[src/sv/http_url_splitter_macros.svh]
// Assertion macros used by the URL splitter back end.
// Depends on nothing; included by the files that carry assertions.
`ifndef HTTP_URL_SPLITTER_MACROS_SVH
`define HTTP_URL_SPLITTER_MACROS_SVH

// Clocked assertion that is switched off while reset is high.
`define URLSP_ASSERT(lbl, clk, rst, prop, msg) \
   lbl: assert property (@(posedge clk) disable iff (rst) prop) else $error(msg);

// Clocked assertion that also holds during reset.
`define URLSP_ASSERT_ALWAYS(lbl, clk, prop, msg) \
   lbl: assert property (@(posedge clk) prop) else $error(msg);

`endif

[src/sv/urlsp_pkg.sv]
// Types, codes and constants of the URL splitter.
// Used by the register interface and by every module of the block.
package urlsp_pkg;

   localparam int HOST_CAP_W = 9;
   localparam int PATH_CAP_W = 11;
   localparam logic [HOST_CAP_W-1:0] HOST_CAP_RESET = 9'd256;
   localparam logic [PATH_CAP_W-1:0] PATH_CAP_RESET = 11'd1024;
   localparam int QUEUE_DEPTH_DEFAULT = 4;

   localparam int CSR_INDEX_W = 2;
   localparam int CSR_DATA_W = 11;
   localparam logic [CSR_INDEX_W-1:0] CSR_HOST_CAP = 2'd0;
   localparam logic [CSR_INDEX_W-1:0] CSR_PATH_CAP = 2'd1;

   localparam logic [1:0] KIND_HOST = 2'd0;
   localparam logic [1:0] KIND_PATH = 2'd1;
   localparam logic [1:0] KIND_FINAL = 2'd2;

   localparam logic [1:0] OUTCOME_OK = 2'd0;
   localparam logic [1:0] OUTCOME_TLS = 2'd1;
   localparam logic [1:0] OUTCOME_MALFORMED = 2'd2;

   localparam logic [7:0] CHAR_COLON = 8'h3A;
   localparam logic [7:0] CHAR_SLASH = 8'h2F;
   localparam logic [7:0] CHAR_ZERO = 8'h30;
   localparam logic [7:0] CHAR_NINE = 8'h39;

   localparam logic [15:0] PORT_DEFAULT = 16'd80;
   localparam logic [15:0] PORT_MAX = 16'hFFFF;

   // Held-byte counts at which the next byte completes each scheme prefix.
   localparam logic [2:0] PLAIN_HELD_LAST = 3'd6;
   localparam logic [2:0] TLS_HELD_LAST = 3'd7;

   typedef enum logic [1:0] {
      CMD_FEED,
      CMD_END,
      CMD_REFUSE
   } cmd_kind_type;

   typedef struct packed {
      cmd_kind_type kind;
      logic [7:0]   char_byte;
   } cmd_type;

   typedef enum logic [1:0] {
      FRONT_PREFIX,
      FRONT_REPLAY,
      FRONT_PASS
   } front_mode_type;

   typedef enum logic [1:0] {
      PHASE_HOST,
      PHASE_PORT,
      PHASE_PATH,
      PHASE_DRAIN
   } phase_type;

   function automatic logic [7:0] plain_char(logic [2:0] pos);
      logic [7:0] ch;
      case (pos)
         3'd0: ch = 8'h68;
         3'd1: ch = 8'h74;
         3'd2: ch = 8'h74;
         3'd3: ch = 8'h70;
         3'd4: ch = CHAR_COLON;
         3'd5: ch = CHAR_SLASH;
         3'd6: ch = CHAR_SLASH;
         default: ch = 8'h68;
      endcase
      return ch;
   endfunction

   function automatic logic [7:0] tls_char(logic [2:0] pos);
      logic [7:0] ch;
      case (pos)
         3'd0: ch = 8'h68;
         3'd1: ch = 8'h74;
         3'd2: ch = 8'h74;
         3'd3: ch = 8'h70;
         3'd4: ch = 8'h73;
         3'd5: ch = CHAR_COLON;
         3'd6: ch = CHAR_SLASH;
         3'd7: ch = CHAR_SLASH;
         default: ch = 8'h68;
      endcase
      return ch;
   endfunction

endpackage

[src/sv/urlsp_if.sv]
// Channel interfaces of the URL splitter: request, response and register write.
// Depends on urlsp_pkg for the register port widths.
interface urlsp_req_if ();
   logic       valid;
   logic       ready;
   logic [7:0] char_byte;
   logic       end_mark;
   modport source (output valid, char_byte, end_mark, input ready);
   modport sink (input valid, char_byte, end_mark, output ready);
endinterface

interface urlsp_rsp_if ();
   logic        valid;
   logic        ready;
   logic [1:0]  item_kind;
   logic [7:0]  value;
   logic [1:0]  outcome;
   logic [15:0] port_number;
   logic        last;
   modport source (output valid, item_kind, value, outcome, port_number, last, input ready);
   modport sink (input valid, item_kind, value, outcome, port_number, last, output ready);
endinterface

interface urlsp_csr_if import urlsp_pkg::*; ();
   logic                   valid;
   logic                   ready;
   logic [CSR_INDEX_W-1:0] index;
   logic [CSR_DATA_W-1:0]  data;
   modport source (output valid, index, data, input ready);
   modport sink (input valid, index, data, output ready);
endinterface

[src/sv/urlsp_fifo.sv]
// Command queue between the prefix front end and the splitting back end.
// Depends on urlsp_pkg for the command type.
module urlsp_fifo import urlsp_pkg::*; #(
   parameter int DEPTH = QUEUE_DEPTH_DEFAULT
) (
   input  logic    clock,
   input  logic    reset,
   input  logic    push_valid,
   input  cmd_type push_cmd,
   output logic    full,
   input  logic    pop,
   output logic    pop_valid,
   output cmd_type pop_cmd
);

   localparam int PTR_W = (DEPTH > 1) ? $clog2(DEPTH) : 1;
   localparam int FILL_W = $clog2(DEPTH + 1);

   cmd_type           mem_ff [DEPTH];
   logic [PTR_W-1:0]  wr_ptr_ff, wr_ptr_in;
   logic [PTR_W-1:0]  rd_ptr_ff, rd_ptr_in;
   logic [FILL_W-1:0] fill_ff, fill_in;
   logic              do_push, do_pop;

   assign full = (fill_ff == FILL_W'(DEPTH));
   assign pop_valid = (fill_ff != '0);
   assign pop_cmd = mem_ff[rd_ptr_ff];
   assign do_push = push_valid && !full;
   assign do_pop = pop && pop_valid;

   always_comb begin
      wr_ptr_in = wr_ptr_ff;
      rd_ptr_in = rd_ptr_ff;
      fill_in = fill_ff;
      if (do_push) begin
         wr_ptr_in = (wr_ptr_ff == PTR_W'(DEPTH - 1)) ? '0 : wr_ptr_ff + 1'b1;
      end
      if (do_pop) begin
         rd_ptr_in = (rd_ptr_ff == PTR_W'(DEPTH - 1)) ? '0 : rd_ptr_ff + 1'b1;
      end
      if (do_push && !do_pop) begin
         fill_in = fill_ff + 1'b1;
      end else if (do_pop && !do_push) begin
         fill_in = fill_ff - 1'b1;
      end
   end

   always_ff @(posedge clock) begin
      if (reset) begin
         wr_ptr_ff <= '0;
         rd_ptr_ff <= '0;
         fill_ff <= '0;
      end else begin
         wr_ptr_ff <= wr_ptr_in;
         rd_ptr_ff <= rd_ptr_in;
         fill_ff <= fill_in;
      end
   end

   always_ff @(posedge clock) begin
      if (do_push) begin
         mem_ff[wr_ptr_ff] <= push_cmd;
      end
   end

endmodule

[src/sv/urlsp_front.sv]
// Front end: accepts characters, strips or refuses the scheme prefix, replays it on a miss.
// Depends on urlsp_pkg and the request interface; feeds commands into urlsp_fifo.
module urlsp_front import urlsp_pkg::*; (
   input  logic    clock,
   input  logic    reset,
   urlsp_req_if.sink req,
   output logic    push_valid,
   output cmd_type push_cmd,
   input  logic    queue_full
);

   front_mode_type mode_ff, mode_in;
   logic [2:0]     count_ff, count_in;
   logic [2:0]     idx_ff, idx_in;
   logic           plain_ff, plain_in;
   logic           tls_ff, tls_in;
   logic [7:0]     pend_byte_ff, pend_byte_in;
   logic           pend_end_ff, pend_end_in;

   logic       accept;
   logic       plain_hit, tls_hit;
   logic       tls_done, plain_done, hold, mismatch;
   logic       replay_last;
   logic [7:0] held_char;

   assign req.ready = (mode_ff != FRONT_REPLAY) && !queue_full;
   assign accept = req.valid && req.ready;

   assign plain_hit = plain_ff && (count_ff != TLS_HELD_LAST) &&
                      (req.char_byte == plain_char(count_ff));
   assign tls_hit = tls_ff && (req.char_byte == tls_char(count_ff));
   assign tls_done = tls_hit && (count_ff == TLS_HELD_LAST);
   assign plain_done = plain_hit && (count_ff == PLAIN_HELD_LAST);
   assign hold = (plain_hit || tls_hit) && !tls_done && !plain_done;
   assign mismatch = !(plain_hit || tls_hit);

   // Held bytes always match the prefix of a scheme that was still possible.
   assign held_char = plain_ff ? plain_char(idx_ff) : tls_char(idx_ff);
   assign replay_last = (idx_ff == count_ff);

   always_comb begin
      mode_in = mode_ff;
      count_in = count_ff;
      idx_in = idx_ff;
      plain_in = plain_ff;
      tls_in = tls_ff;
      pend_byte_in = pend_byte_ff;
      pend_end_in = pend_end_ff;
      case (mode_ff)
         FRONT_PREFIX: begin
            if (accept) begin
               if (req.end_mark) begin
                  if (count_ff != '0) begin
                     mode_in = FRONT_REPLAY;
                     idx_in = '0;
                     pend_end_in = 1'b1;
                  end
               end else if (tls_done || plain_done) begin
                  mode_in = FRONT_PASS;
                  count_in = '0;
                  plain_in = 1'b1;
                  tls_in = 1'b1;
               end else if (hold) begin
                  count_in = count_ff + 1'b1;
                  plain_in = plain_hit;
                  tls_in = tls_hit;
               end else if (mismatch) begin
                  if (count_ff == '0) begin
                     mode_in = FRONT_PASS;
                  end else begin
                     mode_in = FRONT_REPLAY;
                     idx_in = '0;
                     pend_byte_in = req.char_byte;
                     pend_end_in = 1'b0;
                  end
               end
            end
         end
         FRONT_REPLAY: begin
            if (!queue_full) begin
               if (replay_last) begin
                  mode_in = pend_end_ff ? FRONT_PREFIX : FRONT_PASS;
                  count_in = '0;
                  plain_in = 1'b1;
                  tls_in = 1'b1;
               end else begin
                  idx_in = idx_ff + 1'b1;
               end
            end
         end
         FRONT_PASS: begin
            if (accept && req.end_mark) begin
               mode_in = FRONT_PREFIX;
            end
         end
         default: begin
            mode_in = FRONT_PREFIX;
         end
      endcase
   end

   always_comb begin
      push_valid = 1'b0;
      push_cmd = '{kind: CMD_FEED, char_byte: req.char_byte};
      case (mode_ff)
         FRONT_PREFIX: begin
            if (accept) begin
               if (req.end_mark) begin
                  if (count_ff == '0) begin
                     push_valid = 1'b1;
                     push_cmd.kind = CMD_END;
                  end
               end else if (tls_done) begin
                  push_valid = 1'b1;
                  push_cmd.kind = CMD_REFUSE;
               end else if (mismatch && (count_ff == '0)) begin
                  push_valid = 1'b1;
               end
            end
         end
         FRONT_REPLAY: begin
            if (!queue_full) begin
               push_valid = 1'b1;
               if (replay_last) begin
                  push_cmd.kind = pend_end_ff ? CMD_END : CMD_FEED;
                  push_cmd.char_byte = pend_byte_ff;
               end else begin
                  push_cmd.char_byte = held_char;
               end
            end
         end
         FRONT_PASS: begin
            if (accept) begin
               push_valid = 1'b1;
               push_cmd.kind = req.end_mark ? CMD_END : CMD_FEED;
            end
         end
         default: begin
            push_valid = 1'b0;
         end
      endcase
   end

   always_ff @(posedge clock) begin
      if (reset) begin
         mode_ff <= FRONT_PREFIX;
         count_ff <= '0;
         idx_ff <= '0;
         plain_ff <= 1'b1;
         tls_ff <= 1'b1;
         pend_end_ff <= 1'b0;
      end else begin
         mode_ff <= mode_in;
         count_ff <= count_in;
         idx_ff <= idx_in;
         plain_ff <= plain_in;
         tls_ff <= tls_in;
         pend_end_ff <= pend_end_in;
      end
   end

   always_ff @(posedge clock) begin
      pend_byte_ff <= pend_byte_in;
   end

endmodule

[src/sv/urlsp_back.sv]
// Back end: splits fed characters into host, port and path and drives the response register.
// Depends on urlsp_pkg, the response interface and the assertion macros.
`include "http_url_splitter_macros.svh"

module urlsp_back import urlsp_pkg::*; (
   input  logic                  clock,
   input  logic                  reset,
   input  logic [HOST_CAP_W-1:0] host_cap,
   input  logic [PATH_CAP_W-1:0] path_cap,
   input  logic                  pop_valid,
   input  cmd_type               pop_cmd,
   output logic                  pop,
   urlsp_rsp_if.source rsp
);

   phase_type             phase_ff, phase_in;
   logic [HOST_CAP_W-1:0] host_count_ff, host_count_in;
   logic [PATH_CAP_W-1:0] path_count_ff, path_count_in;
   logic [15:0]           port_ff, port_in;
   logic [1:0]            error_ff, error_in;
   logic                  slash_ff, slash_in;

   logic        rsp_valid_ff, rsp_valid_in;
   logic [1:0]  kind_ff, outcome_ff;
   logic [7:0]  value_ff;
   logic [15:0] port_out_ff;
   logic        last_ff;

   logic                  advance, work, emit, fin_fire;
   logic [1:0]            e_kind, e_outcome;
   logic [7:0]            e_value;
   logic [15:0]           e_port;
   logic                  e_last;
   logic [HOST_CAP_W-1:0] host_lim;
   logic [PATH_CAP_W-1:0] path_lim;
   logic                  host_full, path_room, is_digit;
   logic [19:0]           port_wide;
   logic [15:0]           port_sat;
   logic [1:0]            error_end;
   logic [7:0]            ch;

   assign ch = pop_cmd.char_byte;
   assign advance = !rsp_valid_ff || rsp.ready;
   assign work = pop_valid && advance;

   assign host_lim = (host_cap == '0) ? '0 : host_cap - 1'b1;
   assign path_lim = (path_cap == '0) ? '0 : path_cap - 1'b1;
   assign host_full = (host_count_ff >= host_lim);
   assign path_room = (path_count_ff < path_lim);
   assign is_digit = (ch >= CHAR_ZERO) && (ch <= CHAR_NINE);

   assign port_wide = ({4'b0, port_ff} << 3) + ({4'b0, port_ff} << 1) + {16'b0, ch[3:0]};
   assign port_sat = (port_wide > {4'b0, PORT_MAX}) ? PORT_MAX : port_wide[15:0];

   assign error_end = ((error_ff == OUTCOME_OK) && (phase_ff == PHASE_HOST) &&
                       (host_count_ff == '0)) ? OUTCOME_MALFORMED : error_ff;

   always_comb begin
      phase_in = phase_ff;
      host_count_in = host_count_ff;
      path_count_in = path_count_ff;
      port_in = port_ff;
      error_in = error_ff;
      slash_in = slash_ff;
      emit = 1'b0;
      e_kind = KIND_PATH;
      e_value = ch;
      e_outcome = OUTCOME_OK;
      e_port = '0;
      e_last = 1'b0;
      pop = 1'b0;
      fin_fire = 1'b0;
      if (work) begin
         case (pop_cmd.kind)
            CMD_FEED: begin
               pop = 1'b1;
               case (phase_ff)
                  PHASE_HOST: begin
                     if ((ch == CHAR_COLON) || (ch == CHAR_SLASH) || host_full) begin
                        if (host_count_ff == '0) begin
                           error_in = OUTCOME_MALFORMED;
                           phase_in = PHASE_DRAIN;
                        end else if (ch == CHAR_COLON) begin
                           phase_in = PHASE_PORT;
                        end else begin
                           phase_in = PHASE_PATH;
                           if (path_room) begin
                              emit = 1'b1;
                              path_count_in = path_count_ff + 1'b1;
                           end
                        end
                     end else begin
                        emit = 1'b1;
                        e_kind = KIND_HOST;
                        host_count_in = host_count_ff + 1'b1;
                     end
                  end
                  PHASE_PORT: begin
                     if (is_digit) begin
                        port_in = port_sat;
                     end else begin
                        phase_in = PHASE_PATH;
                        if (path_room) begin
                           emit = 1'b1;
                           path_count_in = path_count_ff + 1'b1;
                        end
                     end
                  end
                  PHASE_PATH: begin
                     if (path_room) begin
                        emit = 1'b1;
                        path_count_in = path_count_ff + 1'b1;
                     end
                  end
                  default: begin
                     emit = 1'b0;
                  end
               endcase
            end
            CMD_REFUSE: begin
               pop = 1'b1;
               error_in = OUTCOME_TLS;
               phase_in = PHASE_DRAIN;
            end
            CMD_END: begin
               emit = 1'b1;
               e_value = '0;
               if ((error_end == OUTCOME_OK) && (phase_ff != PHASE_PATH) &&
                   (path_cap >= PATH_CAP_W'(2)) && !slash_ff) begin
                  // An empty path is reported as a single slash before the final item.
                  e_value = CHAR_SLASH;
                  slash_in = 1'b1;
               end else begin
                  pop = 1'b1;
                  fin_fire = 1'b1;
                  e_kind = KIND_FINAL;
                  e_last = 1'b1;
                  if (error_end == OUTCOME_TLS) begin
                     e_outcome = OUTCOME_TLS;
                  end else if (error_end != OUTCOME_OK) begin
                     e_outcome = OUTCOME_MALFORMED;
                     e_port = PORT_DEFAULT;
                  end else begin
                     e_port = (port_ff == '0) ? PORT_DEFAULT : port_ff;
                  end
                  phase_in = PHASE_HOST;
                  host_count_in = '0;
                  path_count_in = '0;
                  port_in = '0;
                  error_in = OUTCOME_OK;
                  slash_in = 1'b0;
               end
            end
            default: begin
               pop = 1'b1;
            end
         endcase
      end
   end

   always_comb begin
      rsp_valid_in = rsp_valid_ff;
      if (advance) begin
         rsp_valid_in = emit;
      end
   end

   always_ff @(posedge clock) begin
      if (reset) begin
         phase_ff <= PHASE_HOST;
         host_count_ff <= '0;
         path_count_ff <= '0;
         port_ff <= '0;
         error_ff <= OUTCOME_OK;
         slash_ff <= 1'b0;
         rsp_valid_ff <= 1'b0;
      end else begin
         phase_ff <= phase_in;
         host_count_ff <= host_count_in;
         path_count_ff <= path_count_in;
         port_ff <= port_in;
         error_ff <= error_in;
         slash_ff <= slash_in;
         rsp_valid_ff <= rsp_valid_in;
      end
   end

   always_ff @(posedge clock) begin
      if (advance && emit) begin
         kind_ff <= e_kind;
         value_ff <= e_value;
         outcome_ff <= e_outcome;
         port_out_ff <= e_port;
         last_ff <= e_last;
      end
   end

   assign rsp.valid = rsp_valid_ff;
   assign rsp.item_kind = kind_ff;
   assign rsp.value = value_ff;
   assign rsp.outcome = outcome_ff;
   assign rsp.port_number = port_out_ff;
   assign rsp.last = last_ff;

   `URLSP_ASSERT(a_final_clears, clock, reset, fin_fire |=> ((phase_ff == PHASE_HOST) && (host_count_ff == '0) && (port_ff == '0) && (error_ff == OUTCOME_OK) && !slash_ff), "URL state not cleared after the final item")
   `URLSP_ASSERT(a_drain_has_error, clock, reset, (phase_ff == PHASE_DRAIN) |-> (error_ff != OUTCOME_OK), "drain phase without an error code")
   `URLSP_ASSERT(a_port_phase, clock, reset, (port_ff != '0) |-> ((phase_ff == PHASE_PORT) || (phase_ff == PHASE_PATH)), "port value outside the port or path phase")

endmodule

[src/sv/http_url_splitter.sv]
// Top level of the URL splitter: register port, front end, command queue and back end.
// Depends on urlsp_pkg, the channel interfaces, urlsp_front, urlsp_fifo and urlsp_back.
//
//   Channel    Modport  Carries
//   req_chan   sink     char_byte, end_mark
//   rsp_chan   source   item_kind, value, outcome, port_number, last
//   csr_chan   sink     index, data (0 host capacity, 1 path capacity)
//
// One character is taken per cycle while the prefix is held or passed through and the queue is not full.
// An item that breaks a held prefix stalls the request side
// while the held bytes and that item are replayed into the queue.
// An end marker on a URL with an empty path yields two back-end items (slash, then final).
// The queue of QUEUE_DEPTH commands lets the request side run while the response stalls.
// Reset is synchronous and leaves the host capacity at 256 and the path capacity at 1024.
module http_url_splitter import urlsp_pkg::*; #(
   parameter int QUEUE_DEPTH = QUEUE_DEPTH_DEFAULT
) (
   input  logic clock,
   input  logic reset,
   urlsp_req_if.sink   req_chan,
   urlsp_rsp_if.source rsp_chan,
   urlsp_csr_if.sink   csr_chan
);

   logic [HOST_CAP_W-1:0] host_cap_ff, host_cap_in;
   logic [PATH_CAP_W-1:0] path_cap_ff, path_cap_in;

   logic    push_valid, queue_full, pop, pop_valid;
   cmd_type push_cmd, pop_cmd;

   assign csr_chan.ready = 1'b1;

   always_comb begin
      host_cap_in = host_cap_ff;
      path_cap_in = path_cap_ff;
      if (csr_chan.valid) begin
         case (csr_chan.index)
            CSR_HOST_CAP: host_cap_in = csr_chan.data[HOST_CAP_W-1:0];
            CSR_PATH_CAP: path_cap_in = csr_chan.data[PATH_CAP_W-1:0];
            default: begin
               host_cap_in = host_cap_ff;
            end
         endcase
      end
   end

   always_ff @(posedge clock) begin
      if (reset) begin
         host_cap_ff <= HOST_CAP_RESET;
         path_cap_ff <= PATH_CAP_RESET;
      end else begin
         host_cap_ff <= host_cap_in;
         path_cap_ff <= path_cap_in;
      end
   end

   urlsp_front u_front (
      .clock      (clock),
      .reset      (reset),
      .req        (req_chan),
      .push_valid (push_valid),
      .push_cmd   (push_cmd),
      .queue_full (queue_full)
   );

   urlsp_fifo #(
      .DEPTH (QUEUE_DEPTH)
   ) u_fifo (
      .clock      (clock),
      .reset      (reset),
      .push_valid (push_valid),
      .push_cmd   (push_cmd),
      .full       (queue_full),
      .pop        (pop),
      .pop_valid  (pop_valid),
      .pop_cmd    (pop_cmd)
   );

   urlsp_back u_back (
      .clock     (clock),
      .reset     (reset),
      .host_cap  (host_cap_ff),
      .path_cap  (path_cap_ff),
      .pop_valid (pop_valid),
      .pop_cmd   (pop_cmd),
      .pop       (pop),
      .rsp       (rsp_chan)
   );

endmodule
[src/flat_wrapper.sv]
// flat-port wrapper written by rule: the top's interface ports become plain ports
module http_url_splitter_flat import urlsp_pkg::*;
#(
   parameter int QUEUE_DEPTH = QUEUE_DEPTH_DEFAULT
)
  (clock, reset, req_chan_valid, req_chan_char_byte, req_chan_end_mark, req_chan_ready, rsp_chan_valid, rsp_chan_item_kind, rsp_chan_value, rsp_chan_outcome, rsp_chan_port_number, rsp_chan_last, rsp_chan_ready, csr_chan_valid, csr_chan_index, csr_chan_data, csr_chan_ready);
  urlsp_req_if req_chan_i ();
  urlsp_rsp_if rsp_chan_i ();
  urlsp_csr_if csr_chan_i ();
  input  logic clock;
  input  logic reset;
  input wire logic [$bits(req_chan_i.valid)-1:0] req_chan_valid;
  input wire logic [$bits(req_chan_i.char_byte)-1:0] req_chan_char_byte;
  input wire logic [$bits(req_chan_i.end_mark)-1:0] req_chan_end_mark;
  output wire logic [$bits(req_chan_i.ready)-1:0] req_chan_ready;
  output wire logic [$bits(rsp_chan_i.valid)-1:0] rsp_chan_valid;
  output wire logic [$bits(rsp_chan_i.item_kind)-1:0] rsp_chan_item_kind;
  output wire logic [$bits(rsp_chan_i.value)-1:0] rsp_chan_value;
  output wire logic [$bits(rsp_chan_i.outcome)-1:0] rsp_chan_outcome;
  output wire logic [$bits(rsp_chan_i.port_number)-1:0] rsp_chan_port_number;
  output wire logic [$bits(rsp_chan_i.last)-1:0] rsp_chan_last;
  input wire logic [$bits(rsp_chan_i.ready)-1:0] rsp_chan_ready;
  input wire logic [$bits(csr_chan_i.valid)-1:0] csr_chan_valid;
  input wire logic [$bits(csr_chan_i.index)-1:0] csr_chan_index;
  input wire logic [$bits(csr_chan_i.data)-1:0] csr_chan_data;
  output wire logic [$bits(csr_chan_i.ready)-1:0] csr_chan_ready;
  assign req_chan_i.valid = req_chan_valid;
  assign req_chan_i.char_byte = req_chan_char_byte;
  assign req_chan_i.end_mark = req_chan_end_mark;
  assign req_chan_ready = req_chan_i.ready;
  assign rsp_chan_valid = rsp_chan_i.valid;
  assign rsp_chan_item_kind = rsp_chan_i.item_kind;
  assign rsp_chan_value = rsp_chan_i.value;
  assign rsp_chan_outcome = rsp_chan_i.outcome;
  assign rsp_chan_port_number = rsp_chan_i.port_number;
  assign rsp_chan_last = rsp_chan_i.last;
  assign rsp_chan_i.ready = rsp_chan_ready;
  assign csr_chan_i.valid = csr_chan_valid;
  assign csr_chan_i.index = csr_chan_index;
  assign csr_chan_i.data = csr_chan_data;
  assign csr_chan_ready = csr_chan_i.ready;
  http_url_splitter #(.QUEUE_DEPTH(QUEUE_DEPTH)) u_core (.clock(clock), .reset(reset), .req_chan(req_chan_i), .rsp_chan(rsp_chan_i), .csr_chan(csr_chan_i));
endmodule
[config.mk]
export PLATFORM = sky130hd
export DESIGN_NAME = http_url_splitter_flat
export DESIGN_NICKNAME = d
export VERILOG_FILES = /design/src/sv/urlsp_pkg.sv /design/src/sv/urlsp_if.sv /design/src/sv/urlsp_fifo.sv /design/src/sv/urlsp_front.sv /design/src/sv/urlsp_back.sv /design/src/sv/http_url_splitter.sv /design/src/flat_wrapper.sv
export VERILOG_INCLUDE_DIRS = /design/src /design/src/sv
export SDC_FILE = /design/constraint.sdc
export NUM_CORES = 1
export LEC_CHECK = 0
export BUFFER_PORTS_ARGS = -buffer_cell sky130_fd_sc_hd__buf_2
export CAP_MARGIN = 40
export CORE_UTILIZATION = 40
export CTS_BUF_LIST = sky130_fd_sc_hd__clkbuf_16
export DETAILED_ROUTE_END_ITERATION = 16
export PLACE_DENSITY = 0.57
export SLEW_MARGIN = 25
export SYNTH_ARGS = -nofsm -noshare
export SYNTH_HDL_FRONTEND = slang
export SYNTH_SLANG_ARGS = --single-unit
[constraint.sdc]
create_clock -name clock -period 6.6 [get_ports clock]
set_input_delay 0.99 -clock clock [delete_from_list [all_inputs] [get_ports clock]]
set_output_delay 0.99 -clock clock [all_outputs]
set_load 0.03 [all_outputs]
# After elaboration in Yosys (flattened, before gate mapping)
# Memories as Yosys holds them, arrays and structs flattened. A register that Yosys moved wholly into a read port is not among the register bits.
# Index checks and enable logic that the tools add are counted.
dict set report word_totals {
  ff_bits 117
  ramBits 40
  romBits 96
  inputBits 27
  output_inout_bits 32
  elab_cells 328
  memories 3
}
dict set report classes {
  add_sub_neg 12
  magnitude_cmp 6
  eq_ne 64
  n_mux 136
  bitwise_logic 7
  reduce_logical 74
}
# name words width read_ports rd_ports_with_merged_regs wr line_no
set mem_list {}
lappend mem_list {{(name not given)} 8 6 1 1 0 urlsp_pkg.sv:77} ;# case (pos)
lappend mem_list {{(name not given)} 8 6 1 1 0 urlsp_pkg.sv:77}
lappend mem_list {u_core.u_fifo.mem_ff 4 10 1 1 1 urlsp_fifo.sv:19} ;# cmd_type mem_ff [DEPTH];
# operator count
set ops {}
lappend ops {{11-bit 2-to-1 mux} 7}
lappend ops {{16-bit 2-to-1 mux} 4}
lappend ops {{3-bit 2-to-1 mux} 21}
lappend ops {{2-bit 2-to-1 mux} 29}
lappend ops {{7-bit one-hot mux with 4 select lines} 2}
lappend ops {{1-bit 2-to-1 mux} 43}
lappend ops {{8-bit 2-to-1 mux} 5}
lappend ops {{9-bit 2-to-1 mux} 4}
lappend ops {{2-bit inequality test (second input constant)} 17}
lappend ops {{3-bit inequality test (second input constant)} 11}
lappend ops {{11-bit one-hot mux with 3 select lines} 1}
lappend ops {{16-bit one-hot mux with 2 select lines} 1}
lappend ops {{3-bit equality test (second input constant)} 8}
lappend ops {{2-bit one-hot mux with 3 select lines} 4}
lappend ops {{1-bit logical AND} 23}
lappend ops {{11-bit one-hot mux with 2 select lines} 1}
lappend ops {{7-bit AND reduction} 3}
lappend ops {{19-bit by 17-bit adder with 20-bit output} 1}
lappend ops {{20-bit by 4-bit adder with 20-bit output} 1}
lappend ops {{20-bit by 16-bit > comparator with 1-bit output (second input constant)} 1}
lappend ops {{9-bit logical NOT} 2}
lappend ops {{9-bit one-hot mux with 2 select lines} 1}
lappend ops {{6-bit AND reduction} 3}
lappend ops {{8-bit by 6-bit equality test with 1-bit output (second input constant)} 2}
lappend ops {{46 further kinds} 104}

# Longest topological paths before layout
# Gate-level depths: netlist of the first run.
dict set report logic_depth {
  ltp_word 18
  mapped_depth 17
  ltp_nobuf 15
}

# Cells and area by module
# From an unflattened synthesis of the first run, not the netlist that was laid out.
dict set report unflattened {
  hier_cells 1040
  hier_area_um2 10292.4
}
# mod instances cells_per_inst area_each_um2 seq_area_each_um2
set modules_own_cells {}
lappend modules_own_cells {urlsp_back 1 604 5371.4 1711.6}
lappend modules_own_cells {urlsp_front 1 251 2127.0 700.7}
lappend modules_own_cells {urlsp_fifo 1 102 1933.1 1381.3}
lappend modules_own_cells {http_url_splitter 1 83 860.8 400.4}

# Worst setup path before layout of the first run
# No wires, ideal clock.
dict set report synth_timing {
  path_type {reg-to-reg}
  start {reg u_core.host_cap_ff[2]}
  end {reg u_core.u_back.kind_ff[0] (netlist: u_core.u_back.rsp.item_kind[0]), enable pin}
  setup_ns 0.386
  t_arrival_ns 4.040
  t_required_ns 6.214
  slack_ns 2.174
  path_stages_with_launch 15
  path_buffers 1
  period_less_slack_ns 4.426
  cell_sequence {dfxtp_1 or4_1 or4_1 or2_2 clkbuf_1 nand2_1 ha_1 a211o_1 o221ai_1 a21oi_1 o31ai_1 nand3_1 o311ai_0 nand2_1 nand2_1}
}
dict set report synth_via {
  elab_chain_len 9
  elab_cells_between_ends 10
  classes_between {1 x add/sub; 1 x order compare; 5 x mux; 3 x reduce/logical}
}
# item line_no
set synth_lines {}
lappend synth_lines {{from (decl)} http_url_splitter.sv:25} ;# logic [HOST_CAP_W-1:0] host_cap_ff, host_cap_in;
lappend synth_lines {{from (signal assigned)} http_url_splitter.sv:52} ;# host_cap_ff <= host_cap_in;
lappend synth_lines {{9-bit by 1-bit subtractor with 9-bit output or 9-bit logical NOT (tied branches)} urlsp_back.sv:46} ;# assign host_lim = (host_cap == '0) ? '0 : host_cap - 1'b1;
lappend synth_lines {{9-bit 2-to-1 mux (*)} urlsp_back.sv:46}
lappend synth_lines {{9-bit greater-or-equal comparator (*)} urlsp_back.sv:48} ;# assign host_full = (host_count_ff >= host_lim);
lappend synth_lines {{1-bit logical OR (*)} urlsp_back.sv:79} ;# if ((ch == CHAR_COLON) || (ch == CHAR_SLASH) || host_full) begin
lappend synth_lines {{1-bit 2-to-1 mux (*)} urlsp_back.sv:79}
lappend synth_lines {{1-bit one-hot mux with 3 select lines (*)} urlsp_back.sv:77} ;# case (phase_ff)
lappend synth_lines {{1-bit one-hot mux with 2 select lines (*)} urlsp_back.sv:74} ;# case (pop_cmd.kind)
lappend synth_lines {{1-bit 2-to-1 mux (*)} urlsp_back.sv:73} ;# if (work) begin
lappend synth_lines {{1-bit logical AND (*)} urlsp_back.sv:189} ;# if (advance && emit) begin
lappend synth_lines {{to (signal assigned)} urlsp_back.sv:190} ;# kind_ff <= e_kind;
lappend synth_lines {{to (decl)} urlsp_back.sv:24} ;# logic [1:0] kind_ff, outcome_ff;
# Mark *: on every way between the ends. The rest lies on a longest branch, timed or not.
# A chain may end at the register's enable or synchronous reset.

# Worst setup path after layout of the first run
dict set report layout_timing {
  start {reg u_core.host_cap_ff[2]}
  end {reg u_core.u_back.port_out_ff[13] (netlist: u_core.u_back.rsp.port_number[13]), enable pin}
}
dict set report layout_via {
  elab_chain_len 9
  elab_cells_between_ends 10
  classes_between {1 x add/sub; 1 x order compare; 5 x mux; 3 x reduce/logical}
}
# item line_no
set layout_lines {}
lappend layout_lines {{9-bit by 1-bit subtractor with 9-bit output or 9-bit logical NOT (tied branches)} urlsp_back.sv:46}
lappend layout_lines {{9-bit 2-to-1 mux (*)} urlsp_back.sv:46}
lappend layout_lines {{9-bit greater-or-equal comparator (*)} urlsp_back.sv:48}
lappend layout_lines {{1-bit logical OR (*)} urlsp_back.sv:79}
lappend layout_lines {{1-bit 2-to-1 mux (*)} urlsp_back.sv:79}
lappend layout_lines {{1-bit one-hot mux with 3 select lines (*)} urlsp_back.sv:77}
lappend layout_lines {{1-bit one-hot mux with 2 select lines (*)} urlsp_back.sv:74}
lappend layout_lines {{1-bit 2-to-1 mux (*)} urlsp_back.sv:73}
lappend layout_lines {{1-bit logical AND (*)} urlsp_back.sv:189}
lappend layout_lines {{to (signal assigned)} urlsp_back.sv:193} ;# port_out_ff <= e_port;
lappend layout_lines {{to (decl)} urlsp_back.sv:26} ;# logic [15:0] port_out_ff;
# Marked as above.

==> results.txt, run 1 <==
Run status = finished, final reports clean
Final hold viol count = 0
Clock buffer depth = 2
Clock skew = 0.0101 ns
Delay-heaviest family, CP = simple AND/OR/NAND/NOR gates
Critical Path End Type = flip-flop
CP dominant cell by count = nand2_1
Fillers = 2,313
Post-DRT Antenna Nets = 0
Max Clk Rate = 215 MHz
Antenna violations before repair = 0
Core Util, Final = 46.0%
IO Port Bufs = 57
CTS buffer count = 17
Post-synth cell types = 77
I/O Pins = 59
GR Util All Layers = 17.9%
Syn Area/Cell = 9.69 sq um
Area Overhead vs Synth = 12.1%
Largest net degree at the start of global routing = 39
Yosys warning total = 0
Worst slew pin tran = 0.790 ns
Placed Area = 10,300 sq um
Core area = 23,700 sq um
PwrDens = 356 nW/um^2
N_diodes = 0
Commonest non-fill, non-tap cell in the layout = nor2_1
Post-Syn Area = 9720 sq um
Post-CTS Resized = 0
Final Setup Violations = 0
Placer Congestion = 0.846
Grt ovf = 0
Fin worst setup slack = 1.94 ns
First-pass GRT wire length = 34,700 um
Buffers & Inverters on Critical Path = 1
WP data arrival = 4.77 ns
Fin Setup TNS = 0 ns
Critical path's slowest cell = o31ai_1
Crit-path max cell delay = 0.59 ns
WL/cell = 15.3 um
Hold Crit Class = flip-flop to flip-flop
Vias = 7,243
Hpwl dp = 16,200 um
Nets = 1,172
DRT Pass-1 Iters = 5
RSZ-0062 raised after global routing = false
EDFF count, synth = 77
Period utilisation layout = 70.6%
Via/cell ratio = 5.21
Crit Path Max Fanout = 20
Die area = 24,900 sq um
Initial Utilization = 41.0%
DP Worst Slack = 1.89 ns
Sequential share of the synthesized area = 43.1%
CTS tree = yes
Worst slew margin = 46.6%
Max-Cap Viols = 0
Mapped Cells = 1,003
Yosys reg bits = 171
Crit path required time = 6.71 ns
R2r setup slk = 1.94 ns
Commonest cells after routing, fill and taps aside = nor2_1 (123), nand2_1 (95), dfxtp_1 (94), ha_1 (84), edfxtp_1 (77)
Kind of critical path = flip-flop to flip-flop
Die extent in y = 158 um
Die X = 158 um
Final min period = 4.66 ns
Setup Fix Bufs, Post-CTS = 0
Fraction of registers with async set/reset = 0%
Post-CTS Hold Fix Bufs = 0
Skew-Pair Late Insertion Delay = 0.43 ns
Startpoint types = flip-flop
CP Cell Sequence = or4_1, or4_1, or2_2, nand2_1, ha_1, a211o_1, o221ai_1, a21oi_1, o31ai_1, nand3_1, o311ai_0, nand2_1, nand2_1, buf_4
Maximum vdd drop = 0.197 mV
Pwr Total = 3.88 mW
Post-route DRC violation count = 0
Clock transition at path regs = 0.06 ns
1st-iter DRT viols = 404
DRT Wirelength = 21,200 um
H-tree depth = 4
Synth Net Count = 1,117
Fin area = 10,900 sq um
Clock Sinks = 171
Row cnt = 56
Ys flop type = dfxtp_1
Leakage = 4.57 nW
Vias in the first global route = 6,886
Share of cells above drive strength 1 = 11.8%
Pins Over Slew Limit = 0
CTS Root Cell = clkbuf_16
cell usage after synthesis, drive strengths merged (3+ instances only):
| library cell | count | share of area [%] |
|---|---|---|
| a311oi | 3 | 0.27 |
| dfxtp | 94 | 19 |
| a21o | 7 | 0.54 |
| nand3 | 21 | 1.1 |
| and3 | 4 | 0.26 |
| nand2b | 17 | 1.1 |
| or3 | 12 | 0.77 |
| and2 | 20 | 1.3 |
| fa | 3 | 0.62 |
| nand4b | 3 | 0.27 |
| a211oi | 12 | 0.93 |
| a211o | 5 | 0.45 |
| nor3 | 20 | 1.0 |
| nor2 | 123 | 4.7 |
| nand2 | 95 | 3.7 |
| o21a | 5 | 0.39 |
| o211ai | 9 | 0.75 |
| nand3b | 7 | 0.54 |
| o31a | 3 | 0.27 |
| mux4 | 10 | 2.4 |
| buf | 7 | 0.49 |
| edfxtp | 77 | 24 |
| o21ai | 58 | 3.0 |
| or3b | 4 | 0.36 |
| a32oi | 3 | 0.27 |
| a31oi | 3 | 0.19 |
| nand4 | 12 | 0.77 |
| xor2 | 23 | 2.1 |
| nor2b | 11 | 0.71 |
| nor4 | 15 | 0.97 |
| o31ai | 3 | 0.23 |
| mux2i | 32 | 3.3 |
| ha | 84 | 11 |
| xnor2 | 21 | 1.9 |
| clkbuf | 26 | 1.0 |
| or4 | 8 | 0.62 |
| inv | 45 | 1.7 |
| or2 | 8 | 0.51 |
| a21oi | 54 | 2.8 |
worst register-to-register path: stages, from the launching register on:
cell,delay [ns]
dfxtp_1,0.35
or4_1,0.57
or4_1,0.43
or2_2,0.35
nand2_1,0.08
ha_1,0.25
a211o_1,0.28
o221ai_1,0.16
a21oi_1,0.06
o31ai_1,0.59
nand3_1,0.18
o311ai_0,0.16
nand2_1,0.12
nand2_1,0.40
buf_4,0.36
through the flow:
step / instances / hold WS (ns)
2_1_floorplan: 1003 / 0.436
3_3_place_gp: 1352 / 0.466
3_5_place_dp: 1358 / 0.468
4_1_cts: 1390 / 0.477
5_1_grt: 1390 / 0.505
6_report: 1390 / 0.476
sequential cells by signal, summed over array words and instances, names as in the netlist, 9 cells and up, named ones only:
signal and flops:
u_core.path_cap_ff 11, u_core.host_cap_ff 9, u_core.u_back.rsp.port_number 16, u_core.u_back.host_count_ff 9, u_core.u_fifo.mem_ff 40, u_core.u_back.port_ff 16
u_core.u_back.path_count_ff 11
area by class of cell:
class / count / area, sq um / area share, %
timing repair buffer: 69 / 375 / 3.44
clock buffer: 17 / 425 / 3.90
inverter: 45 / 169 / 1.55
tap: 319 / 399 / 3.66
clock inverter: 15 / 125 / 1.15
multi-input combinational: 754 / 5210 / 47.8
sequential: 171 / 4190 / 38.5
power by group:
part	internal (mW)	leakage, nW	switching [mW]	total (mW)
Combinational	0.521	2.82	0.939	1.46
Clock	0.519	0.274	0.420	0.939
Sequential	1.34	1.48	0.134	1.48
Total	2.38	4.57	1.49	3.88
path summary, 6_finish.rpt:
check	startpoint	to	cells past startpoint
worst max register to register	u_core.host_cap_ff[2]	u_core.u_back.rsp.port_number[13]	14
worst max-delay path	u_core.host_cap_ff[2]	u_core.u_back.rsp.port_number[13]	14
worst min register to register	u_core.u_back.slash_ff	u_core.u_back.slash_ff	2
worst min-delay path	u_core.u_back.slash_ff	u_core.u_back.slash_ff	2
metal layers:
layer / vias to the layer above / track usage [%] / share of wire (%)
li1: 3729 / - / -
met1: 3367 / 23.5 / 48
met2: 132 / 30.4 / 48
met3: 15 / 2.68 / 3.0
met4: 0 / 4.99 / 0.97
met5: - / 0 / 0
logic make-up after synthesis:
kind of cell | after synthesis | share of synthesized area (%)
xor gates and xnor gates | 44 | 3.96
DFF | 171 | 43.1
adders and majority gates | 87 | 11.4
AOI/OAI and AO/OA | 191 | 12.7
buffers and inverters | 78 | 3.24
and+or+nand+nor | 388 | 19.6
other | 1 | 0.0386
muxes | 43 | 5.84
Power figures use the tool's default switching activity.
==> run 2, diff against run 1 <==
--- a/config.mk
+++ b/config.mk
@@ -11,7 +11,7 @@
 export CORE_UTILIZATION = 40
 export CTS_BUF_LIST = sky130_fd_sc_hd__clkbuf_16
 export DETAILED_ROUTE_END_ITERATION = 16
-export PLACE_DENSITY = 0.57
+export PLACE_DENSITY = 0.59
 export SLEW_MARGIN = 25
 export SYNTH_ARGS = -nofsm -noshare
 export SYNTH_HDL_FRONTEND = slang
==> constraint.sdc (replaced) <==
create_clock -name clock -period 3.9 [get_ports clock]
set_input_delay 0.585 -clock clock [delete_from_list [all_inputs] [get_ports clock]]
set_output_delay 0.585 -clock clock [all_outputs]
set_load 0.03 [all_outputs]
==> results.txt, run 2 (synthesized netlist as in run 1, its figures left out) <==
Post-route DRC violation count = 0 (unchanged)
Switching share of power = 37.6% (-0.95 points)
Commonest non-fill, non-tap cell in the layout = nor2_1
Worst slew margin = 46.3% (-0.38 points)
Largest net degree at the start of global routing = 24 (-38%)
CTS buffer count = 17 (unchanged)
Period utilisation layout = 96.7% (+26 points)
Skew-Pair Late Insertion Delay = 0.43 ns (about the same)
Crit path required time = 4.27 ns (-2.44 ns)
Die X = 158 um (unchanged)
Area Overhead vs Synth = 16.7%
Final hold viol count = 0 (unchanged)
First-pass GRT wire length = 35,200 um (+1.3%)
WP data arrival = 4.14 ns (-0.63 ns)
Max FFs per register = 40 (unchanged)
N_diodes = 0 (unchanged)
Max-Cap Viols = 0 (unchanged)
Initial Utilization = 41.0% (unchanged)
Placed cells = 1,385 (+2.0%)
Vias in the first global route = 7,040 (+2.2%)
Die extent in y = 158 um (unchanged)
Core area = 23,700 sq um (unchanged)
R2R cell count = 13 (-1)
Clock power frac = 25.1% (+0.9 points)
Final min period = 3.77 ns (-0.890 ns)
Startpoint types = flip-flop
WL/cell = 15.3 um (about the same)
R2r setup slk = 0.13 ns (-1.81 ns)
Worst r2r src = u_core.host_cap_ff[4]
Leakage = 4.77 nW (+4.3%)
Clock Sinks = 171 (unchanged)
Placer Congestion = 0.878 (+3.7%)
Via/cell ratio = 5.28 (+1.3%)
WHS Endpoint = u_core.host_cap_ff[8]
Finished Layout Cells = 1,423 (+2.4%)
Final Setup Violations = 0 (unchanged)
DRT Pass-1 Iters = 5 (unchanged)
Worst slew pin tran = 0.796 ns (+0.00598 ns)
Hold Slack = 0.381 ns (-0.0951 ns)
CTS tree = yes
Max Clk Rate = 265 MHz (+24%)
Fin area = 11,300 sq um (+4.1%)
Kind of critical path = flip-flop to flip-flop
I/O Pins = 59 (unchanged)
Hpwl dp = 16,500 um (+1.7%)
Placed Area = 10,600 sq um (+2.5%)
Grt ovf = 0 (unchanged)
Net Switching = 2.60 mW (+74%)
PwrDens = 609 nW/um^2 (+71%)
Vias = 7,515 (+3.8%)
Internal power = 4.32 mW (+81%)
Critical Path End Type = flip-flop
Nets = 1,205 (+2.8%)
H-tree depth = 4 (unchanged)
Top reg by flops = u_core.u_fifo.mem_ff
1st-iter DRT viols = 458 (+13%)
Share of cells above drive strength 1 = 16.4% (+4.6 points)
Hold Startpoint = csr_chan_data[8]
Pwr Total = 6.91 mW (+78%)
Row cnt = 56 (unchanged)
GR Util All Layers = 18.0% (+0.13 points)
Antenna violations before repair = 0 (unchanged)
IO Port Bufs = 57 (unchanged)
Run status = finished, final reports clean
Maximum vdd drop = 0.304 mV (+55%)
Logic gate share of total power = 38.9% (+1.2 points)
Crit Path Max Fanout = 6 (-70%)
Clock buffer depth = 2 (unchanged)
Die area = 24,900 sq um (unchanged)
Commonest cells after routing, fill and taps aside = nor2_1 (123), nand2_1 (93), dfxtp_1 (88), ha_1 (83), edfxtp_1 (77)
Post-DRT Antenna Nets = 0 (unchanged)
CTS Root Cell = clkbuf_16
Clock skew = 0.0113 ns (+0.00124 ns)
Clock transition at path regs = 0.07 ns (about the same)
Reg power frac = 36.0% (-2.1 points)
Hold Crit Class = input pin to flip-flop
Hold path depth = 2 (unchanged)
Pins Over Slew Limit = 0 (unchanged)
DRT Wirelength = 21,800 um (+2.4%)
Worst R2R End = u_core.u_back.path_count_ff[9]
-- run 2: per-stage QoR --
step	util, %	TNS (ns)	worst slack, ns
after detailed placement	44.8	-1.90	-0.100
after global routing	47.9	-2.12	-0.0885
after floorplan	-	-0.200	-0.134
after CTS	47.4	0	0.00770
final	47.9	0	0.129
after global placement	44.6	-0.0621	-0.0295
-- run 2: worst max path at each step --
stage	startpoint	to	slack [ns]
CTS	u_core.host_cap_ff[5]	u_core.u_back.path_count_ff[9]	0.008
finish	u_core.host_cap_ff[4]	u_core.u_back.path_count_ff[9]	0.13
global placement	u_core.host_cap_ff[5]	u_core.u_back.host_count_ff[5]	-0.03
detailed placement	u_core.host_cap_ff[5]	u_core.u_back.host_count_ff[7]	-0.10
global route	u_core.host_cap_ff[4]	u_core.u_back.path_count_ff[9]	-0.09
floorplan	u_core.host_cap_ff[5]	u_core.u_back.path_count_ff[9]	-0.13
-- run 2: final cells by class --
| class | instances | area [sq um] |
|---|---|---|
| Multi-Input combinational cell | 754 | 5330 |
| Clock inverter | 15 | 175 |
| Timing Repair Buffer | 102 | 643 |
| Sequential cell | 171 | 4200 |
| Tap cell | 319 | 399 |
| Inverter | 45 | 169 |
| Fill cell | 2346 | 12300 |
| Clock buffer | 17 | 425 |
-- run 2: power groups by stage --
stage	Clock [mW]	Combinational (mW)	Sequential, mW
final	1.74	2.69	2.49
after CTS	1.77	2.66	2.49
after global routing	1.84	2.99	2.53
after detailed placement	0	2.63	2.53
after floorplan	0	1.60	2.77
after global placement	0	2.59	2.53
-- run 2: repair_timing --
action,4_1_cts,5_1_grt
gates resized for setup,2,19
pin swaps,1,12
endpoints found under the setup margin,38,65
buffers inserted,0,6
hold buffers,0,0
cloned,0,0
-- run 2: routing by layer --
| layer | share of wire (%) | vias up | GRT usage (%) |
|---|---|---|---|
| li1 | - | 3801 | - |
| met1 | 46 | 3528 | 23.2 |
| met2 | 49 | 155 | 30.6 |
| met3 | 3.2 | 31 | 3.50 |
| met4 | 1.6 | 0 | 4.99 |
| met5 | 0 | - | 0 |
-- run 2: worst max-delay path: stages, from the launching register on --
cell and delay, ns:
dfxtp_2 0.32, or4_4 0.54, or4_4 0.43, or2_4 0.28, nand2b_1 0.09, ha_1 0.24
nor2b_1 0.15, o31ai_2 0.22, a21oi_2 0.11, o31ai_4 0.35, nand2_1 0.11, a221o_1 0.39
or4_1 0.42, nand2_1 0.08
==> run 3, diff against run 2 <==
--- a/config.mk
+++ b/config.mk
@@ -8,10 +8,10 @@
 export LEC_CHECK = 0
 export BUFFER_PORTS_ARGS = -buffer_cell sky130_fd_sc_hd__buf_2
 export CAP_MARGIN = 40
-export CORE_UTILIZATION = 40
+export CORE_UTILIZATION = 38
 export CTS_BUF_LIST = sky130_fd_sc_hd__clkbuf_16
 export DETAILED_ROUTE_END_ITERATION = 16
-export PLACE_DENSITY = 0.59
+export PLACE_DENSITY = 0.57
 export SLEW_MARGIN = 25
 export SYNTH_ARGS = -nofsm -noshare
 export SYNTH_HDL_FRONTEND = slang
==> results.txt, run 3 (synthesized netlist as in run 1, its figures left out) <==
Run status = finished, final reports clean
First-pass GRT wire length = 36,000 um (+2.5%)
Clock buffer depth = 2 (unchanged)
Worst slew pin tran = 0.875 ns (+0.0787 ns)
Nets = 1,199 (-0.50%)
Net Switching = 2.65 mW (+2.1%)
Clock transition at path regs = 0.07 ns (about the same)
Fillers = 2,450 (+4.4%)
Core area = 25,100 sq um (+6.0%)
Area Overhead vs Synth = 16.6% (about the same)
Commonest cells after routing, fill and taps aside = nor2_1 (123), nand2_1 (92), dfxtp_1 (90), ha_1 (83), edfxtp_1 (77)
Hold Crit Class = input pin to flip-flop
Top reg by flops = u_core.u_fifo.mem_ff
Hpwl dp = 17,000 um (+3.0%)
Logic gate share of total power = 38.5% (-0.4 points)
Vias = 7,414 (-1.3%)
Vias in the first global route = 7,122 (+1.2%)
CTS tree = yes
IO Port Bufs = 57 (unchanged)
Clock power frac = 25.6% (+0.5 points)
Leakage = 4.75 nW (-0.32%)
Crit path required time = 4.28 ns (about the same)
Post-DRT Antenna Nets = 0 (unchanged)
Clock skew = 0.00817 ns (-0.00312 ns)
Die X = 162 um (+2.6%)
Initial Utilization = 38.7% (-2.3 points)
Commonest non-fill, non-tap cell in the layout = nor2_1
Pins Over Slew Limit = 0 (unchanged)
Fin worst setup slack = 0.0842 ns (-0.0451 ns)
1st-iter DRT viols = 350 (-24%)
Max FFs per register = 40 (unchanged)
Antenna violations before repair = 0 (unchanged)
Die extent in y = 162 um (+2.6%)
Row cnt = 58 (+3.6%)
Max-Cap Viols = 0 (unchanged)
RSZ-0062 raised after global routing = true
Reg power frac = 35.9% (about the same)
Hold Slack = 0.393 ns (+0.0122 ns)
Placer Congestion = 0.867 (-1.3%)
DP Worst Slack = -0.0513 ns (+0.0491 ns)
Clock Sinks = 171 (unchanged)
CTS Root Cell = clkbuf_16
WP data arrival = 4.19 ns (+0.05 ns)
Worst slew margin = 40.9% (-5.3 points)
Post-CTS Hold Fix Bufs = 0 (unchanged)
Share of cells above drive strength 1 = 15.8% (-0.55 points)
Kind of critical path = flip-flop to flip-flop
Grt ovf = 0 (unchanged)
PwrDens = 613 nW/um^2 (+0.56%)
N_diodes = 0 (unchanged)
Skew-Pair Late Insertion Delay = 0.43 ns (about the same)
DRT Pass-1 Iters = 4 (-1)
Maximum vdd drop = 0.406 mV (+33%)
Finished Layout Cells = 1,428 (+0.35%)
Post-route DRC violation count = 0 (unchanged)
I/O Pins = 59 (unchanged)
Switching share of power = 38.2% (+0.61 points)
Placed cells = 1,391 (+0.43%)
Final min period = 3.82 ns (+0.0451 ns)
Startpoint types = flip-flop
CTS buffer count = 17 (unchanged)
H-tree depth = 4 (unchanged)
Final Setup Violations = 0 (unchanged)
WL/cell = 15.5 um (+1.1%)
Fin Setup TNS = 0 ns (unchanged)
Crit Path Max Fanout = 7 (+1)
DRT Wirelength = 22,100 um (+1.4%)
Via/cell ratio = 5.19 (-1.7%)
Internal power = 4.29 mW (-0.51%)
GR Util All Layers = 17.3% (-0.72 points)
R2r setup slk = 0.08 ns (-0.05 ns)
Final hold viol count = 0 (unchanged)
Critical Path End Type = flip-flop
Period utilisation layout = 97.8% (+1.2 points)
Max Clk Rate = 262 MHz (-1.2%)
Die area = 26,200 sq um (+5.2%)
Largest net degree at the start of global routing = 30 (+25%)
-- run 3: final cells by class --
class / instances / area (sq um) / area share [%]
Clock buffer: 17 / 425 / 3.75
Clock inverter: 15 / 191 / 1.69
Inverter: 45 / 169 / 1.49
Multi-Input combinational cell: 754 / 5350 / 47.2
Sequential cell: 171 / 4200 / 37.0
Tap cell: 330 / 413 / 3.64
Timing Repair Buffer: 96 / 591 / 5.21
-- run 3: final timing paths --
check	from	to	depth (start not counted)
min reg2reg	u_core.u_back.slash_ff	u_core.u_back.slash_ff	2
max	u_core.host_cap_ff[5]	u_core.u_back.path_count_ff[9]	13
min	csr_chan_data[9]	u_core.path_cap_ff[9]	3
max reg2reg	u_core.host_cap_ff[5]	u_core.u_back.path_count_ff[9]	13
-- run 3: metrics by stage --
| stage | total power [mW] | area, sq um | util [%] |
|---|---|---|---|
| after floorplan | 4.36 | 9780 | - |
| after global placement | 5.12 | 10500 | 42.0 |
| after detailed placement | 5.16 | 10600 | 42.2 |
| after CTS | 6.97 | 11200 | 44.7 |
| after global routing | 7.38 | 11300 | 45.1 |
| final | 6.94 | 11300 | 45.1 |
-- run 3: power groups by stage --
stage | combinational, mW | clock [mW] | sequential (mW)
3_3_place_gp | 2.58 | 0 | 2.54
5_1_grt | 2.97 | 1.88 | 2.53
3_5_place_dp | 2.62 | 0 | 2.54
6_report | 2.67 | 1.78 | 2.49
4_1_cts | 2.65 | 1.82 | 2.50
2_1_floorplan | 1.60 | 0 | 2.77
-- run 3: worst max-delay path, stage by stage (launching register included) --
cell and delay, ns:
dfxtp_2 0.32, or4_4 0.53, or4_4 0.43, or2_4 0.28
nand2b_1 0.08, ha_1 0.23, nor2b_1 0.14, o31ai_2 0.24
a21oi_2 0.10, o31ai_4 0.32, nand2_1 0.13, a221o_1 0.39
or4_4 0.49, nand2_2 0.07
-- run 3: metal layers --
layer  share of wire, %  vias to the layer above  global-route usage, %
met5                  0                        -                      0
met3                2.8                       20                   2.96
met1                 46                     3481                   22.2
li1                   -                     3785                      -
met2                 50                      128                   29.7
met4                1.5                        0                   5.15
-- run 3: timing repair --
item | in CTS | in global routing
buffers inserted | 0 | 5
pin swaps | 1 | 12
gates resized for setup | 2 | 18
setup endpoints to repair | 34 | 60
